### config.mk
export PLATFORM = sky130hd
export DESIGN_NAME = mvm_fifo
export DESIGN_NICKNAME = d
export VERILOG_FILES = /design/src/rtl/mvm_pkg.sv /design/src/rtl/mvm_fifo.sv
export SDC_FILE = /design/constraint.sdc
export NUM_CORES = 1
export LEC_CHECK = 0
export BUFFER_PORTS_ARGS = -buffer_cell sky130_fd_sc_hd__buf_2
export CAP_MARGIN = 5
export CORE_MARGIN = 10
export CORE_UTILIZATION = 60
export CTS_CLUSTER_DIAMETER = 100
export CTS_CLUSTER_SIZE = 16
export DETAILED_ROUTE_END_ITERATION = 6
export PLACE_DENSITY = 0.79
export SYNTH_ARGS = -nofsm -noshare
export SYNTH_HDL_FRONTEND = slang
export SYNTH_SLANG_ARGS = --single-unit
### constraint.sdc
create_clock -name clk -period 5 [get_ports clk]
set_clock_uncertainty 0.15 [all_clocks]
set_input_delay 0.25 -clock clk [delete_from_list [all_inputs] [get_ports clk]]
set_output_delay 0.25 -clock clk [all_outputs]
set_load 0.05 [all_outputs]
### src/rtl/mvm_pkg.sv
// shared constants, codes and stage types for the matrix-vector multiply block
`default_nettype none

package mvm_pkg;

  // store sizes
  localparam int MAX_COLUMNS = 1024;
  localparam int MAX_ROWS    = 1024;
  localparam int COL_AW      = $clog2(MAX_COLUMNS);
  localparam int ROW_AW      = $clog2(MAX_ROWS);

  // field and register widths
  localparam int OP_W     = 2;
  localparam int INDEX_W  = 10;
  localparam int VAL_W    = 16;
  localparam int PROD_W   = 2 * VAL_W;
  localparam int SUM_W    = 32;
  localparam int ACC_W    = 48;
  localparam int CNT_W    = 11;
  localparam int CFG_IDX_W = 2;
  localparam int BIAS_SHIFT = 8;

  // result queue
  localparam int FIFO_DEPTH = 8;
  localparam int FIFO_AW    = $clog2(FIFO_DEPTH);

  // opcodes of an input word
  typedef enum logic [OP_W-1:0] {
    OP_LOAD_VECTOR = 2'd0,
    OP_LOAD_BIAS   = 2'd1,
    OP_MATRIX      = 2'd2
  } opcode_t;

  // configuration register indexes
  localparam logic [CFG_IDX_W-1:0] REG_COLUMN_COUNT = 2'd0;
  localparam logic [CFG_IDX_W-1:0] REG_ROW_COUNT    = 2'd1;
  localparam logic [CFG_IDX_W-1:0] REG_BIAS_ENABLE  = 2'd2;

  // product stage handed to the accumulator
  typedef struct packed {
    logic                     valid;
    logic                     row_end;
    logic                     last_row;
    logic [ROW_AW-1:0]        row;
    logic                     bias_en;
    logic signed [VAL_W-1:0]  bias;
    logic signed [PROD_W-1:0] product;
  } stage_t;

  // one result word
  typedef struct packed {
    logic [INDEX_W-1:0]      row_index;
    logic signed [SUM_W-1:0] row_sum;
    logic                    saturated;
    logic                    last_row;
  } result_t;

endpackage

`default_nettype wire

### src/rtl/mvm_fifo.sv
// small result queue between the accumulator and the output channel
`default_nettype none

module mvm_fifo (
  input  wire logic             clk,
  input  wire logic             rst,
  input  wire logic             push,
  input  wire mvm_pkg::result_t push_data,
  output logic                  pop_valid,
  input  wire logic             pop_ready,
  output mvm_pkg::result_t      pop_data
);
  import mvm_pkg::*;

  result_t            entries [FIFO_DEPTH];
  logic [FIFO_AW-1:0] wr_ptr;
  logic [FIFO_AW-1:0] rd_ptr;
  logic [FIFO_AW:0]   count;
  logic               pop;

  assign pop_valid = (count != '0);
  assign pop       = pop_valid && pop_ready;
  assign pop_data  = entries[rd_ptr];

  // storage
  always_ff @(posedge clk) begin
    if (push) begin
      entries[wr_ptr] <= push_data;
    end
  end

  // pointers and fill level
  always_ff @(posedge clk) begin
    if (rst) begin
      wr_ptr <= '0;
      rd_ptr <= '0;
      count  <= '0;
    end else begin
      if (push) begin
        wr_ptr <= wr_ptr + 1'b1;
      end
      if (pop) begin
        rd_ptr <= rd_ptr + 1'b1;
      end
      count <= count + (FIFO_AW+1)'(push) - (FIFO_AW+1)'(pop);
    end
  end

endmodule

`default_nettype wire

# Word level (Yosys, flattened, before mapping)
# Memories as Yosys holds them, arrays and structs flattened. A register that Yosys moved wholly into a read port is not among the register bits.
# Cells that the tools add are included.
# word_totals
ff_bits	10
latch_bits	0
mem_bits_rw	352
rom_bits	0
in_bits	48
out_inout_bits	45
word_cells	14
n_memories	1
# classes
n_addsub	4
n_mul	0
n_div	0
order_cmp	0
n_eq_ne	0
n_shift	0
mux	4
bitwise_logic	0
reduce_logical	2
# mem_list
name	depth	width	read_ports	rd_ports_with_merged_regs	wr	line	rtl
entries	8	44	1	1	1	mvm_fifo.sv:15	result_t entries [FIFO_DEPTH];
# op_table
cell	n
adder 3 x 1 -> 3 bit (second input constant)	2
two-way mux 3 bit	2
adder 4 x 1 -> 4 bit	1
nonzero test 4 bit	1
subtractor 4 x 1 -> 4 bit	1
two-way mux 1 bit	2
logical AND 1 bit	1

# Depth between registers and ports, before layout
# logic_depth
depth_word	4
ltp_mapped	11
depth_no_buf	11

# Worst setup path before layout
# No wires, ideal clock.
# synth_path
path_type	register to register
startpoint	register wr_ptr[2]
endpoint	memory entries[0][0] in the netlist's numbering, enable pin
setup_time_ns	0.500
arrival_ns	3.505
required_time_ns	4.350
path_slack_ns	0.845
stages_incl_launch_ff	3
n_path_buf	0
period_less_slack_ns	4.155
path_cell_list	dfxtp_1 -> nand2b_1 -> nor3_1
# synth_rtl
element	line	rtl
from (decl)	mvm_fifo.sv:16	logic [FIFO_AW-1:0] wr_ptr;
from (signal assigned)	mvm_fifo.sv:40	wr_ptr <= wr_ptr + 1'b1;
to (decl)	mvm_fifo.sv:15	
# Straight into the memory's write port.

==> flow_metrics.tcl <==
set metrics [dict create \
    outcome "finished clean" \
    setup_tns_ns 0 \
    r2r-end "entries[7][27]$_DFFE_PP_" \
    crit_path_max_incr_delay_ns 0.95 \
    synth.net_count 640 \
    post-route-period-util 0.700 \
    rows 55 \
    drive_gt1_frac 0.374 \
    first_pass_iters 5 \
    rr_worst_depth 3 \
    max_freq_mhz 286 \
    netlist_instances 585 \
    dieArea_um2 29700 \
    min_to "entries[5][7]$_DFFE_PP_" \
    cp.arrival_ns 3.10 \
    cts_max_path_buffers 3 \
    use_met1 0.236 \
    ys_types 26 \
    ys_ff_latch 365 \
    start_util 0.612 \
    power_frac_clock 0.278 \
    regArea_um2 10800 \
    synth.most_common_cell "edfxtp_1" \
    critPathBufInv 2 \
    antenna_left 0 \
    whs_ns 0.365 \
    drv_cap 0 \
    fin_cells 1038 \
    drt-initial-drc-count 517 \
    grt_max_degree 60 \
    numCtsBuffers 26 \
    combinationalPowerShare 0.201 \
    swShare 0.274 \
    async_reset_ff_frac 0 \
    synth_edf_count 352 \
    place_hpwl_mm 14.9 \
    critPathKind "flop to output port" \
    setup_violations 0 \
    switchingPower_w 0.00187 \
    p_int_w 0.00496 \
    path_cells "buf_4 > mux4_2 > mux2_2 > buf_2" \
    r2r_setup_slack_ns 2.44 \
    via_count 6335 \
    port_buffers 92 \
    crit_fanout 46 \
    cp_slowest_cell "dfxtp_4" \
    dp_cells 951 \
    yosys.area.top_type "edfxtp_1" \
    routabilityCongestion 0.738 \
    worst_pin_slew_ns 1.21 \
    netlist_area_um2 13900 \
    finalHoldViolCount 0 \
    synth_ff_type "edfxtp_1" \
    grt_util_met3 0.0333 \
    clock-sinks 365 \
    cts_resized 0 \
    rsz0062_at_grt "false" \
    use_met2 0.311 \
    clk_latency_ns 0.53 \
    antenna_found_initial 1 \
    slew_viol_final 0 \
    die_w_um 172 \
    path_depth 4 \
    drcViolationCount 0 \
    rr_startpoint "wr_ptr[0]$_SDFFE_PP0P_" \
    cellLeakagePower_nw 5.14 \
    routed_via_density 6.10 \
    hold_buffers 48 \
    grt_overflow 0 \
    yosys-top-cells-area "edfxtp_1 76%, mux4_2 14%, mux2_2 2.6%" \
    yosysWarnings 0 \
    syn2layout_area_growth_pct 14.6 \
    hold_class "input port to flop" \
    die_h_um 172 \
    required_ns 4.60 \
    p_per_area_nw_per_um2 429 \
    cts.root.buffer_cell "clkbuf_16" \
    synthTopCellsByCount "352 x edfxtp_1, 88 x mux4_2, 32 x mux2_2" \
    period_needed_ns 3.50 \
    grt_pass1_wl_mm 40.5 \
    synth_top_cell_area_share 0.760 \
    grt_pass1_vias 6841 \
    cp-end-kind "output port" \
    pwr-share-seq 0.520 \
    fillerInstances 1353 \
    grt_usage 0.181 \
    post_cts_buffers 0 \
    final_nets 797 \
    avgSynthCellArea_um2 23.8 \
    min_from "push_data[7]" \
    cts_tree "done" \
    io_pins 93 \
    h-tree-depth 1 \
    wl_mm 26.3 \
    multi_input_comb_area_um2 2940 \
    clk_pin_slew_ns 0.07 \
    start_kind "flop" \
    vdd.ir_drop.worst_mv 0.375 \
    wl_per_cell_um 25.4 \
    holdPathStages 2 \
    relSlewSlack 0.192 \
    ys_seq_area_frac 0.779 \
    top_usage_layer "met2" \
    crit_family "flip-flops" \
    coreArea_um2 22700 \
]
power groups by stage:
| stage | clock, W | sequential (W) | combinational (W) |
|---|---|---|---|
| after floorplan | 0 | 0.00354 | 0.00113 |
| after global placement | 0 | 0.00362 | 0.00134 |
| after detailed placement | 0 | 0.00363 | 0.00136 |
| after CTS | 0.00194 | 0.00356 | 0.00140 |
| after global routing | 0.00204 | 0.00357 | 0.00146 |
| final | 0.00190 | 0.00356 | 0.00138 |
worst register-to-register path, stage by stage (launching register included):
cell and delay, ns:
dfxtp_1 0.48, nand2_1 0.20, nor2_4 0.94, buf_4 0.46
state kept, by name, summed over array words and instances, names as in the netlist, named ones only:
| register | cells |
|---|---|
| count | 4 |
| wr_ptr | 3 |
| entries | 352 |
| rd_ptr | 3 |
logic make-up (layout without fill, tap and decap cells):
logic type,count (synthesis),in the layout,synth area share
compound gates,10,10,0.00387
fa+ha+maj,7,7,0.00684
mux,135,135,0.184
flops,365,365,0.779
buf+inv,34,201,0.0141
simple gates,31,31,0.0103
other cells,0,1,0
xor+xnor,3,3,0.00189
area by class of cell:
class,instances,area share
Clock buffer,37,0.0448
Sequential cell,365,0.680
Timing Repair Buffer,155,0.0661
Antenna cell,1,0.000157
Inverter,8,0.00188
Clock inverter,1,0.000314
Tap cell,285,0.0224
Multi-Input combinational cell,186,0.184
routing by layer:
layer | up-vias | routed length (µm) | part of all wire
met3 | 33 | 1650 | 0.063
met4 | 0 | 498 | 0.019
met1 | 3328 | 10400 | 0.39
met5 | - | 0 | 0
met2 | 209 | 13800 | 0.52
li1 | 2765 | - | -
layout by cell type, fill, tap and decap left out, types with 7 or more instances in the layout:
cell	count
clkbuf_16	27
dfxtp_1	10
nor2_1	7
buf_4	15
mux4_2	88
mux2_4	14
edfxtp_1	352
dlygate4sd3_1	48
buf_2	92
clkbuf_1	10
mux2_2	32
inv_1	8
stage by stage:
step	instance area [µm²]	util	power, W	setup WS [ns]
after floorplan	13900	-	0.00467	0.845
after global placement	14700	0.649	0.00495	2.03
after detailed placement	14700	0.649	0.00499	1.99
after CTS	15900	0.702	0.00690	1.39
after global routing	15900	0.702	0.00708	1.24
final	15900	0.702	0.00683	1.50
how the worst max path moves through the flow:
stage                           start                      end  slack [ns]
2_1_floorplan  wr_ptr[2]$_SDFFE_PP0P_  entries[0][0]$_DFFE_PP_        0.85
3_3_place_gp                     flop              pop_data[8]        2.03
3_5_place_dp                     flop              pop_data[8]        1.99
4_1_cts                          flop              pop_data[8]        1.39
5_1_grt                          flop              pop_data[8]        1.24
6_report                         flop              pop_data[8]        1.50
Note: power is estimated with default switching activity, not from simulation.
