## config.mk

```make
export PLATFORM = sky130hd
export DESIGN_NAME = mvm_acc
export DESIGN_NICKNAME = d
export VERILOG_FILES = /design/src/rtl/mvm_pkg.sv /design/src/rtl/mvm_acc.sv
export SDC_FILE = /design/constraint.sdc
export NUM_CORES = 1
export LEC_CHECK = 0
export BUFFER_PORTS_ARGS = -buffer_cell sky130_fd_sc_hd__buf_2
export CELL_PAD_IN_SITES_DETAIL_PLACEMENT = 1
export CELL_PAD_IN_SITES_GLOBAL_PLACEMENT = 2
export CORE_MARGIN = 1
export CORE_UTILIZATION = 30
export CTS_CLUSTER_SIZE = 16
export DETAILED_ROUTE_END_ITERATION = 6
export PLACE_DENSITY = 0.73
export SKIP_LAST_GASP = 1
export SLEW_MARGIN = 0
export SYNTH_ARGS = -nofsm -noshare
export SYNTH_HDL_FRONTEND = slang
export SYNTH_SLANG_ARGS = --single-unit
export TNS_END_PERCENT = 10
```

## constraint.sdc

```tcl
create_clock -name clk -period 5.59 [get_ports clk]
set_input_delay 0.8385 -clock clk [delete_from_list [all_inputs] [get_ports clk]]
set_output_delay 0.8385 -clock clk [all_outputs]
set_load 0.02 [all_outputs]
```

## src/rtl/mvm_pkg.sv

```systemverilog
// shared constants, codes and stage types for the matrix-vector multiply block
`default_nettype none

package mvm_pkg;

  // store sizes
  localparam int MAX_COLUMNS = 1024;
  localparam int MAX_ROWS    = 1024;
  localparam int COL_AW      = $clog2(MAX_COLUMNS);
  localparam int ROW_AW      = $clog2(MAX_ROWS);

  // field and register widths
  localparam int OP_W     = 2;
  localparam int INDEX_W  = 10;
  localparam int VAL_W    = 16;
  localparam int PROD_W   = 2 * VAL_W;
  localparam int SUM_W    = 32;
  localparam int ACC_W    = 48;
  localparam int CNT_W    = 11;
  localparam int CFG_IDX_W = 2;
  localparam int BIAS_SHIFT = 8;

  // result queue
  localparam int FIFO_DEPTH = 8;
  localparam int FIFO_AW    = $clog2(FIFO_DEPTH);

  // opcodes of an input word
  typedef enum logic [OP_W-1:0] {
    OP_LOAD_VECTOR = 2'd0,
    OP_LOAD_BIAS   = 2'd1,
    OP_MATRIX      = 2'd2
  } opcode_t;

  // configuration register indexes
  localparam logic [CFG_IDX_W-1:0] REG_COLUMN_COUNT = 2'd0;
  localparam logic [CFG_IDX_W-1:0] REG_ROW_COUNT    = 2'd1;
  localparam logic [CFG_IDX_W-1:0] REG_BIAS_ENABLE  = 2'd2;

  // product stage handed to the accumulator
  typedef struct packed {
    logic                     valid;
    logic                     row_end;
    logic                     last_row;
    logic [ROW_AW-1:0]        row;
    logic                     bias_en;
    logic signed [VAL_W-1:0]  bias;
    logic signed [PROD_W-1:0] product;
  } stage_t;

  // one result word
  typedef struct packed {
    logic [INDEX_W-1:0]      row_index;
    logic signed [SUM_W-1:0] row_sum;
    logic                    saturated;
    logic                    last_row;
  } result_t;

endpackage

`default_nettype wire

```

## src/rtl/mvm_acc.sv

```systemverilog
// row accumulator: sums products, adds bias at row end and saturates to q16.16
`default_nettype none

module mvm_acc (
  input  wire logic             clk,
  input  wire logic             rst,
  input  wire mvm_pkg::stage_t  stage,
  output logic                  push,
  output mvm_pkg::result_t      push_data
);
  import mvm_pkg::*;

  logic signed [ACC_W-1:0] acc;
  logic signed [ACC_W-1:0] total;
  logic                    total_valid;
  logic [ROW_AW-1:0]       total_row;
  logic                    total_last;

  logic signed [ACC_W-1:0] prod_ext;
  logic signed [ACC_W-1:0] bias_term;
  logic                    in_range;

  // widen product and bias into the accumulator format
  always_comb begin
    prod_ext  = ACC_W'($signed(stage.product));
    bias_term = '0;
    if (stage.bias_en) begin
      bias_term = $signed({{(ACC_W-VAL_W-BIAS_SHIFT){stage.bias[VAL_W-1]}},
                           stage.bias, {BIAS_SHIFT{1'b0}}});
    end
  end

  // accumulate, close the row on its last column
  always_ff @(posedge clk) begin
    if (rst) begin
      acc         <= '0;
      total_valid <= 1'b0;
    end else begin
      total_valid <= stage.valid && stage.row_end;
      if (stage.valid) begin
        if (stage.row_end) begin
          acc <= '0;
        end else begin
          acc <= acc + prod_ext;
        end
      end
    end
  end

  // row total and its tags
  always_ff @(posedge clk) begin
    if (stage.valid && stage.row_end) begin
      total      <= acc + prod_ext + bias_term;
      total_row  <= stage.row;
      total_last <= stage.last_row;
    end
  end

  // clamp to the 32-bit range
  always_comb begin
    in_range = (&total[ACC_W-1:SUM_W-1]) || !(|total[ACC_W-1:SUM_W-1]);
    push                = total_valid;
    push_data.row_index = INDEX_W'(total_row);
    push_data.last_row  = total_last;
    push_data.saturated = !in_range;
    if (in_range) begin
      push_data.row_sum = total[SUM_W-1:0];
    end else if (total[ACC_W-1]) begin
      push_data.row_sum = {1'b1, {(SUM_W-1){1'b0}}};
    end else begin
      push_data.row_sum = {1'b0, {(SUM_W-1){1'b1}}};
    end
  end

endmodule

`default_nettype wire

```

* Word-level counts from Yosys, hierarchy flattened
Index checks and enable logic that the tools add are counted.
Cells by class: add/subtract/negate cells 2, muxes and demuxes 4, reduce and logical (&&, ||, !) cells 6
Operator list (count):
- $mux 48 | 2
- $mux 32 | 2
- $add 48x32->48 | 1
- $add 48x48->48 | 1
- $reduce_and 17->1 | 1
- $reduce_or 17->1 | 1
- $logic_not 1->1 | 2
- $logic_and 1x1->1 | 1
- $logic_or 1x1->1 | 1
Word-level totals: register bits after elaboration 108, input port bits 64, output and inout port bits 45, word-level logic and storage cells 17

* Logic depth before layout (Yosys ltp)
depth in word-level cells 4, gate-level depth with buffers 24, gate-level depth less buffers 23

* Worst setup path before layout
Ideal clock, no wire load.
kind input port to flip-flop, from input port stage[0] in the netlist's numbering, to register total[47], data pin, library setup time 0.263 ns, arrival time 5.077 ns, data required time 5.327 ns, slack 0.250 ns, cell stages on the path 23, path buffers 1, path through ha_1 -> inv_1 -> fa_1 -> nor2b_1 -> o21ai_1 -> a21oi_2 -> nor3_4 -> o41ai_2 -> a21oi_1 -> o21ai_1 -> a31oi_1 -> xnor2_1 -> ha_1 -> clkbuf_1 -> nand3_1 -> or3_1 -> or3_1 -> o21ai_2 -> a41o_1 -> a311oi_2 -> o21ai_1 -> o21ai_1 -> xor2_1
Between the ends: longest elaborated chain between the ends 2
Ends and longest elaborated chain:
- start: declaration | line mvm_acc.sv:7 | input wire mvm_pkg::stage_t stage,
- $add 48x32->48 | line mvm_acc.sv:53 | total <= acc + prod_ext + bias_term;
- $add 48x48->48 | line mvm_acc.sv:53
- end signal: assignment | line mvm_acc.sv:53
- end: declaration | line mvm_acc.sv:14 | logic signed [ACC_W-1:0] total;
Every way passes these cells. A chain may end at the register's enable or synchronous reset.

* Worst setup path in the final report
Same ends and word-level chain as after synthesis.

==> reports/results.tsv <==
metric	value	unit
Least-Margin Pin Slew	1.020	ns
Primary FF master, synth	edfxtp_1	
vias in the first global route	8099	
clock sinks	108	
Root Driver	clkbuf_16	
vias	7865	
min Tclk post-route	5.197	ns
Post-Syn Instances	1000	
detailed placer's ending HPWL	21.57	mm
Crit Path Class	in2reg	
largest net degree at the start of global routing	41	
Longest Clk Path Bufs	2	
Util after Layout	36.17	%
cell area after layout	0.01044	mm2
FF-to-FF setup slack	0.55	ns
sequential fraction of the synthesis area	31.14	%
Yosys warnings	0	
endpoints failing hold	0	
total CTS buffers	9	
Worst-path clk slew	0.08	ns
Initial Utilization	30.63	%
placed inst area	0.01010	mm2
RSZ-0062 raised after global routing	no	
FF+latch count, synth	108	
port bufs	108	
synthesis-to-layout area growth	18.09	%
VDD IR-drop max	0.1525	mV
cell area after synthesis	0.008840	mm2
final RePlAce weighted congestion	0.7996	
Lkg Pwr	4.741	nW
number of DRC markers in iteration 0	470	
Worst R2R Start	acc[0]$_SDFFE_PP0P_	
Max Slew Vio Count	0	
CP startpoint kind	primary input	
DRC	0	
Die X	173.7	um
number of I/O pins	109	
DRT Wirelength	27.30	mm
Core ar.	0.02886	mm2
layout cells sized above 1	18.73	%
status	finished clean	
share of the synthesized area in the top cell type	20.04	%
RR Endpoint	total[47]$_DFFE_PP_	
Total Power	0.002820	W
Cell variety after synth	71	
first-pass GRT wire length	44.00	mm
Die Footprint	0.03016	mm2
Layout fillers	3423	
CTS tree	done	
ys async rst share	0	%
fin crit share	92.97	%
max frequency	192.4	MHz
syn nets	1157	
Final nets	1284	
Chip Height	173.7	um
crit-path max FO	4	
critical path required time	5.70	ns
post-route ant nets	0	
synthesized area per cell	8.840	um2
hold depth	2	
hold path endpoint	acc[45]$_SDFFE_PP0P_	
HP Start	acc[45]$_SDFFE_PP0P_	
Synth area leader	edfxtp_1	
max_slew headroom	31.95	%
CP endpoint kind	register	
drt pass-1 iters	4	
number of enable-type register cells in the synthesized netlist	59	
global route overflow	0	
WL/cell	18.01	um
CP Data Arrival Time	5.31	ns
synth top area cells	edfxtp_1 (20%), ha_1 (13%), dfxtp_1 (11%), a21o_1 (6.5%), a21oi_1 (6.3%)	
overall routing resource usage	18.44	%
Hold Crit Class	reg2reg	
max cap viols	0	
antenna violations before repair	0	
pwr dens	270.2	mW/mm2
Post-Place Setup Slack	-0.08911	ns
# diodes	0	
final setup margin	0.3932	ns
Rows	62	
Setup Skew	0.01535	ns
worst hold slack	0.4861	ns
Worst Reg-to-Reg Cells	22	
Setup violations, final	0	
Via density	5.188	
Worst-Skew Late Latency	0.38	ns
H-tree Lvls	3	
[metal layers]
layer | part of all wire [%] | global-route usage [%]
met5 | 0 | 0
met4 | 1.0 | 4.167
met3 | 2.0 | 2.083
met2 | 43 | 28.95
met1 | 54 | 26.91
[Yosys cell counts, types with 3 or more instances]
library cell and count:
a211o_1 3, a211oi_1 8, a21boi_1 3, a21o_1 77, a21oi_1 112, a21oi_2 4
a22o_1 18, a31o_2 3, a31oi_1 11, and2_1 21, and3_1 9, buf_2 5
clkbuf_1 39, dfxtp_1 49, edfxtp_1 59, ha_1 91, inv_1 31, mux2i_1 3
nand2_1 54, nand2b_1 9, nand3_1 26, nand3b_1 4, nand4_1 19, nor2_1 65
nor2b_1 31, nor3_1 13, nor4_1 8, o211ai_1 8, o21a_1 13, o21ai_0 37
o21ai_1 17, o21bai_1 11, o221ai_1 3, o31ai_2 5, or3_1 5, xnor2_1 52
xor2_1 31
[power by group]
part           total, W  internal, W  switching [W]
registers      0.000976     0.000944      0.0000320
logic           0.00114     0.000462       0.000674
clock network  0.000708     0.000375       0.000333
[per-stage QoR]
step	instances	TNS [ns]
CTS	1516	0
floorplan	1000	0
global placement	1500	0
finish	1516	0
global route	1516	0
detailed placement	1500	-0.2203
[state kept, by name (all words and copies together) (netlist names)]
| register | count |
|---|---|
| acc | 48 |
| push | 1 |
| total | 48 |
| total_last | 1 |
| total_row | 10 |
[final cells by class]
type	instances	area (um2)	share of cell area [%]
timing repair buffer	162	945.9	9.061
multi-input combinational	815	5821	55.76
tap	384	480.5	4.603
sequential	108	2753	26.37
clock buffer	12	289.0	2.769
inverter	31	116.4	1.115
clock inverter	4	33.78	0.3236
[how the worst max path moves through the flow]
stage	cells past startpoint	slack, ns	startpoint	end
3_3_place_gp	24	0.01	stage[0]	total[47]$_DFFE_PP_
4_1_cts	24	0.30	stage[0]	total[47]$_DFFE_PP_
3_5_place_dp	24	-0.09	stage[0]	total[47]$_DFFE_PP_
6_report	24	0.39	stage[0]	total[47]$_DFFE_PP_
2_1_floorplan	23	0.25	stage[0]	total[47]$_DFFE_PP_
5_1_grt	24	0.03	stage[0]	total[47]$_DFFE_PP_
[placed cells by master, fill, tap and decap left out, types with 4 or more instances in the layout]
| master | synthesis | routed |
|---|---|---|
| a21oi_1 | 112 | 111 |
| buf_2 | 5 | 108 |
| ha_1 | 91 | 91 |
| a21o_1 | 77 | 77 |
| nor2_1 | 65 | 63 |
| edfxtp_1 | 59 | 59 |
| nand2_1 | 54 | 54 |
| buf_4 | 1 | 54 |
| xnor2_1 | 52 | 52 |
| dfxtp_1 | 49 | 49 |
| o21ai_0 | 37 | 37 |
| inv_1 | 31 | 31 |
| nor2b_1 | 31 | 31 |
| xor2_1 | 31 | 31 |
| nand3_1 | 26 | 26 |
| and2_1 | 21 | 20 |
| nand4_1 | 19 | 19 |
| a22o_1 | 18 | 18 |
| o21ai_1 | 17 | 17 |
| o21a_1 | 13 | 13 |
| nor3_1 | 13 | 13 |
| o21bai_1 | 11 | 11 |
| a31oi_1 | 11 | 11 |
| clkbuf_16 | 0 | 11 |
| and3_1 | 9 | 9 |
| nand2b_1 | 9 | 9 |
| o211ai_1 | 8 | 8 |
| nor4_1 | 8 | 8 |
| a211oi_1 | 8 | 8 |
| a21oi_2 | 4 | 5 |
| or3_1 | 5 | 5 |
| o31ai_2 | 5 | 4 |
| nand3b_1 | 4 | 4 |
[worst max-delay path, cell delays in order]
cell and delay, ns:
buf_2 0.10, ha_1 0.20, inv_1 0.07, fa_1 0.20, nor2b_1 0.06, o21ai_1 0.22, a21oi_2 0.12, nor3_4 0.29
o31ai_4 0.13, a211o_1 0.31, buf_4 0.17, and3_1 0.18, a31oi_1 0.21, xnor2_1 0.12, ha_1 0.31, nand3_1 0.10
or3_1 0.44, or3_1 0.34, o21ai_2 0.16, a41o_1 0.24, a311oi_2 0.13, o21ai_1 0.13, o21ai_1 0.09, xor2_1 0.16
[what timing repair did]
action | 4_1_cts | 5_1_grt
buffers inserted | 0 | 0
hold buffers | 0 | 0
endpoints found under the setup margin | 0 | 4
resized for setup | 0 | 2
[kinds of logic after synthesis]
group,count (synthesis),synth area share (%)
buffers and inverters,77,3.383
xor gates and xnor gates,83,8.224
and+or+nand+nor,275,16.02
muxes,3,0.3397
DFF,108,31.14
adders and majority gates,93,13.33
AOI/OAI and AO/OA,361,27.56
Note: power is estimated with default switching activity, not from simulation.
